$ cat src/hdl/assert_macros.svh
// ----------------------------------------------------------------------------
// assertion macros shared by the rtl
// ----------------------------------------------------------------------------
`ifndef ASSERT_MACROS_SVH
`define ASSERT_MACROS_SVH

// expression holds at every edge outside reset
`define ASSERT_ALWAYS(label, clk, rstn, expr) \
  label: assert property (@(posedge clk) disable iff (!(rstn)) (expr)) \
    else $error("assertion failed: invariant");

// antecedent at one edge implies consequent at the next
`define ASSERT_NEXT(label, clk, rstn, ante, cons) \
  label: assert property (@(posedge clk) disable iff (!(rstn)) (ante) |=> (cons)) \
    else $error("assertion failed: next-cycle implication");

`endif

$ cat src/hdl/ptte_ram.sv
// ----------------------------------------------------------------------------
// ptte_ram
// generic single write port, single read port ram with registered read
// ----------------------------------------------------------------------------
module ptte_ram #(
  parameter int WIDTH = 8,
  parameter int DEPTH = 16
) (
  input  logic                     clk,
  input  logic                     wr_en,
  input  logic [$clog2(DEPTH)-1:0] wr_addr,
  input  logic [WIDTH-1:0]         wr_data,
  input  logic [$clog2(DEPTH)-1:0] rd_addr,
  output logic [WIDTH-1:0]         rd_data
);

  logic [WIDTH-1:0] mem [DEPTH];
  logic [WIDTH-1:0] rd_data_r;

  always_ff @(posedge clk) begin
    if (wr_en) begin
      mem[wr_addr] <= wr_data;
    end
    rd_data_r <= mem[rd_addr];
  end

  assign rd_data = rd_data_r;

endmodule

$ cat config.mk
export PLATFORM = sky130hd
export DESIGN_NAME = ptte_ram
export DESIGN_NICKNAME = d
export VERILOG_FILES = /design/src/hdl/assert_macros.svh /design/src/hdl/ptte_ram.sv
export SDC_FILE = /design/constraint.sdc
export NUM_CORES = 1
export LEC_CHECK = 0
export ABC_CLOCK_PERIOD_IN_PS = 4600
export BUFFER_PORTS_ARGS = -buffer_cell sky130_fd_sc_hd__buf_2
export CAP_MARGIN = 20
export CORE_MARGIN = 3
export CORE_UTILIZATION = 50
export CTS_BUF_LIST = sky130_fd_sc_hd__clkbuf_4 sky130_fd_sc_hd__clkbuf_8 sky130_fd_sc_hd__clkbuf_16
export DETAILED_ROUTE_END_ITERATION = 10
export MAX_ROUTING_LAYER = met4
export PLACE_DENSITY = 0.67
export SKIP_LAST_GASP = 1
export SYNTH_ARGS = -nofsm -noshare
export SYNTH_HDL_FRONTEND = slang
export SYNTH_SLANG_ARGS = --single-unit
export TNS_END_PERCENT = 10
$ cat constraint.sdc
create_clock -name clk -period 4.6 [get_ports clk]
set_clock_uncertainty 0.1 [all_clocks]
set_input_delay 0.69 -clock clk [delete_from_list [all_inputs] [get_ports clk]]
set_output_delay 0.69 -clock clk [all_outputs]
set_load 0.01 [all_outputs]
==> run summary <==
The overall routing resource usage is 18.8%. In this run the core area contains 36 standard-cell rows. The critical path contains buffers and inverters numbering 2 combined. The global-route wire length before repair came out at 14400 µm. The slowest stage cell on the critical path is sky130_fd_sc_hd__nor3_1.

TritonCTS built the clock tree. The detailed router used layers up to and including met4. For the worst setup path, the data arrival time is around 2.2 ns.

The top-level I/O count is 26. Setup repair after global routing left no endpoint under its margin. The leakage power total came out at 0.00201 µW. The worst voltage drop across the vdd grid came out at 0.265 mV.

The warning count from the yosys run came out at 0. The class of the tightest hold or removal check is in2reg. Walking the worst path, the cells encountered are buf_2 -> or3b_2 -> nor3_1 -> buf_4.

The number of buffers created by CTS is 17. The startpoint identified for the worst hold timing path is wr_data[3]. The period utilization came out at 44.2%. The instance count after placement with tap cells included came out at between 300 and 400.

The wire length reported by the detailed router came out at 9440 µm. The actual slew at the worst max-slew pin is 0.921 ns. The violation count after the first detailed-routing iteration came out at 176.

The routability congestion estimate came out at 0.734. The detailed route wirelength on metal2 came out at 4620 µm. The share of the yosys chip area belonging to registers is 77.8%.

The power density of the placed cells came out at 470 nW/µm². The worst hold path cell count is 1. The number of standard cells after synthesis came out at 229. The number of global-route vias before repair came out at 2442. The netlist area before placement came out at 5150 µm². The routed layout has between 2000 and 2500 vias.

The hold violation total from the final report is 0. The overall power came out at 2800 µW. In this run the number of H-tree levels came out at 4. Synthesis produced a netlist with a net count of 247. Counting flops and latches in the post-synthesis netlist gives roughly 140.

The total length of routed met3 wires came out at 608 µm. By startpoint and endpoint, the worst setup path is classified as in2reg. The final count of negative-setup-slack endpoints came out at 0. The minimum setup slack among reg-to-reg paths is 3.13 ns.

At the later pin of the worst-skew pair, clock insertion delay measures between 0.5 and 0.6 ns. The number of filler instances in the final layout came out at 736. The count of input and output buffers is 25. The maximum number of pins on one net before global-route repair is 33. The number of remaining DRC errors came out at 0. The root buffer cell chosen for the clock tree is sky130_fd_sc_hd__clkbuf_8.

The wire length the detailed router placed on met1 came out at 4050 µm. The dominant delay contributor by cell family on the critical path is simple AND/OR/NAND/NOR gates. The post-synthesis cell type count came out at 19.

The max-slew headroom at the worst pin came out at 38.4%. The number of hold buffers added after CTS was 0. The detail-routed via count per cell came out at between 5 and 6. Relative to the synthesized area, the layout overhead comes to 16.0%. The number of detailed-route iterations in the first pass is 4. The number of setup buffers added after CTS is 0. The number of clock sinks is between 100 and 150. The residual antenna-violating net count after detailed routing came out at 0. The initial standard-cell utilization of the core is 51.9%. The per-instance average area after synthesis came out at approximately 22 µm². The worst register-to-register path ends at rd_data[5]. The fraction of final layout cells sized beyond drive strength 1 came out at 28.2%. The depth of the most critical reg-to-reg path is 3. The max-slew violation total from the final report came out at 0. The clock transition time at the flip-flop clock pins of the worst setup and hold paths came out at 0.06 ns. The number of max-cap violations came out at 0. The largest fanout on the critical path came out at 5. Once the clock tree was built, the resizer swapped 0 gates to a different size. The die extent in x came out at 107 µm. The category of the worst setup path capture point is a flop. The flow ran to the end, and the final reports show no timing, DRC or antenna violations.

The die height is 107 µm. After detailed routing, the average wire length per cell comes to 22.9 µm. Leaving out fill and tap cells, the most frequent cells in the layout are sky130_fd_sc_hd__edfxtp_1 (128), sky130_fd_sc_hd__buf_2 (25), sky130_fd_sc_hd__mux4_2 (18), sky130_fd_sc_hd__a22oi_1 (16), sky130_fd_sc_hd__clkbuf_16 (16). In the final design database the tool counted 285 nets. The routed design could run at a clock period as short as 2.03 ns. In this run the critical register-to-register path is launched from mem[1][5]. The delay contributed by the slowest stage of the critical path is 0.58 ns. The initial antenna violation count is 0. The worst hold path terminates at mem[1][3].

Detailed placement finished with a half-perimeter wire length of 5900 µm. The endpoint required time on the critical path is 4.73 ns. The number of diodes added for antenna fixing came out at 0. The total area inside the core boundary comes to 9910 µm². The maximum operating frequency is 492 MHz. The accumulated negative setup slack came out at 0 ns.

The maximum clock insertion buffer count came out at 2. The startpoint type of the worst setup path is a primary input. The leading cell type in the layout, fill and taps excluded is sky130_fd_sc_hd__edfxtp_1. For this run, the number of standard cells in the final layout without fillers is 413. The full die area came out at 11500 µm². The total overflow left after global routing is 0.
## cell type report
cell class / count / area [µm²] / area share (%)
clock buffer: 20 / 437 / 7.32
tap: 133 / 166 / 2.79
multi-input combinational: 83 / 1060 / 17.8
clock inverter: 12 / 133 / 2.22
sequential: 136 / 4000 / 67.1
timing repair buffer: 29 / 168 / 2.81
## stage by stage
| step | hold WS (ns) | setup slack (ns) | util [%] | cell area [µm²] |
|---|---|---|---|---|
| finish | 0.457 | 2.57 | 60.2 | 5970 |
| floorplan | 0.529 | 2.32 | - | 5150 |
| global placement | 0.546 | 1.78 | 54.2 | 5370 |
| CTS | 0.446 | 2.32 | 60.0 | 5950 |
| global route | 0.454 | 2.52 | 60.2 | 5970 |
| detailed placement | 0.562 | 1.77 | 54.3 | 5380 |
## report_power, final
part	switching [µW]	total, µW	internal [µW]
Combinational	73.0	124	51.5
Sequential	8.51	1390	1390
Clock	453	1280	831
## how the worst max path moves through the flow
stage                       endpoint        from  slack (ns)  cells after the start
after floorplan            mem[0][0]  wr_addr[2]        2.32                      2
after global placement    rd_data[5]  rd_addr[0]        1.78                      4
after detailed placement  rd_data[5]  rd_addr[0]        1.77                      4
after CTS                 rd_data[5]  rd_addr[0]        2.32                      4
after global routing       mem[0][0]  wr_addr[2]        2.52                      4
final                      mem[0][0]  wr_addr[2]        2.57                      4
## registers in the layout (all words and copies together) (netlist names)
signal,flops
rd_data,8
mem,128
## metal layers
metal,track usage [%],up-vias
li1,-,1050
met1,25.7,1211
met2,27.0,67
met3,6.06,14
met4,6.58,0
met5,-,-
## cells by family (layout without fill, tap and decap cells)
logic type | count (synthesis) | in the layout | synth area share (%)
muxes | 32 | 32 | 15.0
AOI/OAI and AO/OA | 16 | 16 | 2.33
DFF | 136 | 136 | 77.8
and+or+nand+nor | 35 | 35 | 3.18
buffers and inverters | 10 | 61 | 1.68
## synth_stat cells, drive strengths merged
cell type      instances  share of area (%)
nand2                  9               0.66
clkdlybuf4s25          3               0.58
nand2b                 2               0.24
and2b                  1               0.15
dfxtp                  8                3.1
nand3b                 2               0.29
and2                   1               0.12
nor3                   4               0.39
nand3                  1              0.097
a22oi                 16                2.3
or3b                   1               0.17
buf                    7                1.1
nor2b                  1               0.12
edfxtp               128                 75
mux4                  32                 15
nor2                  13               0.95
Power figures use the tool's default switching activity.
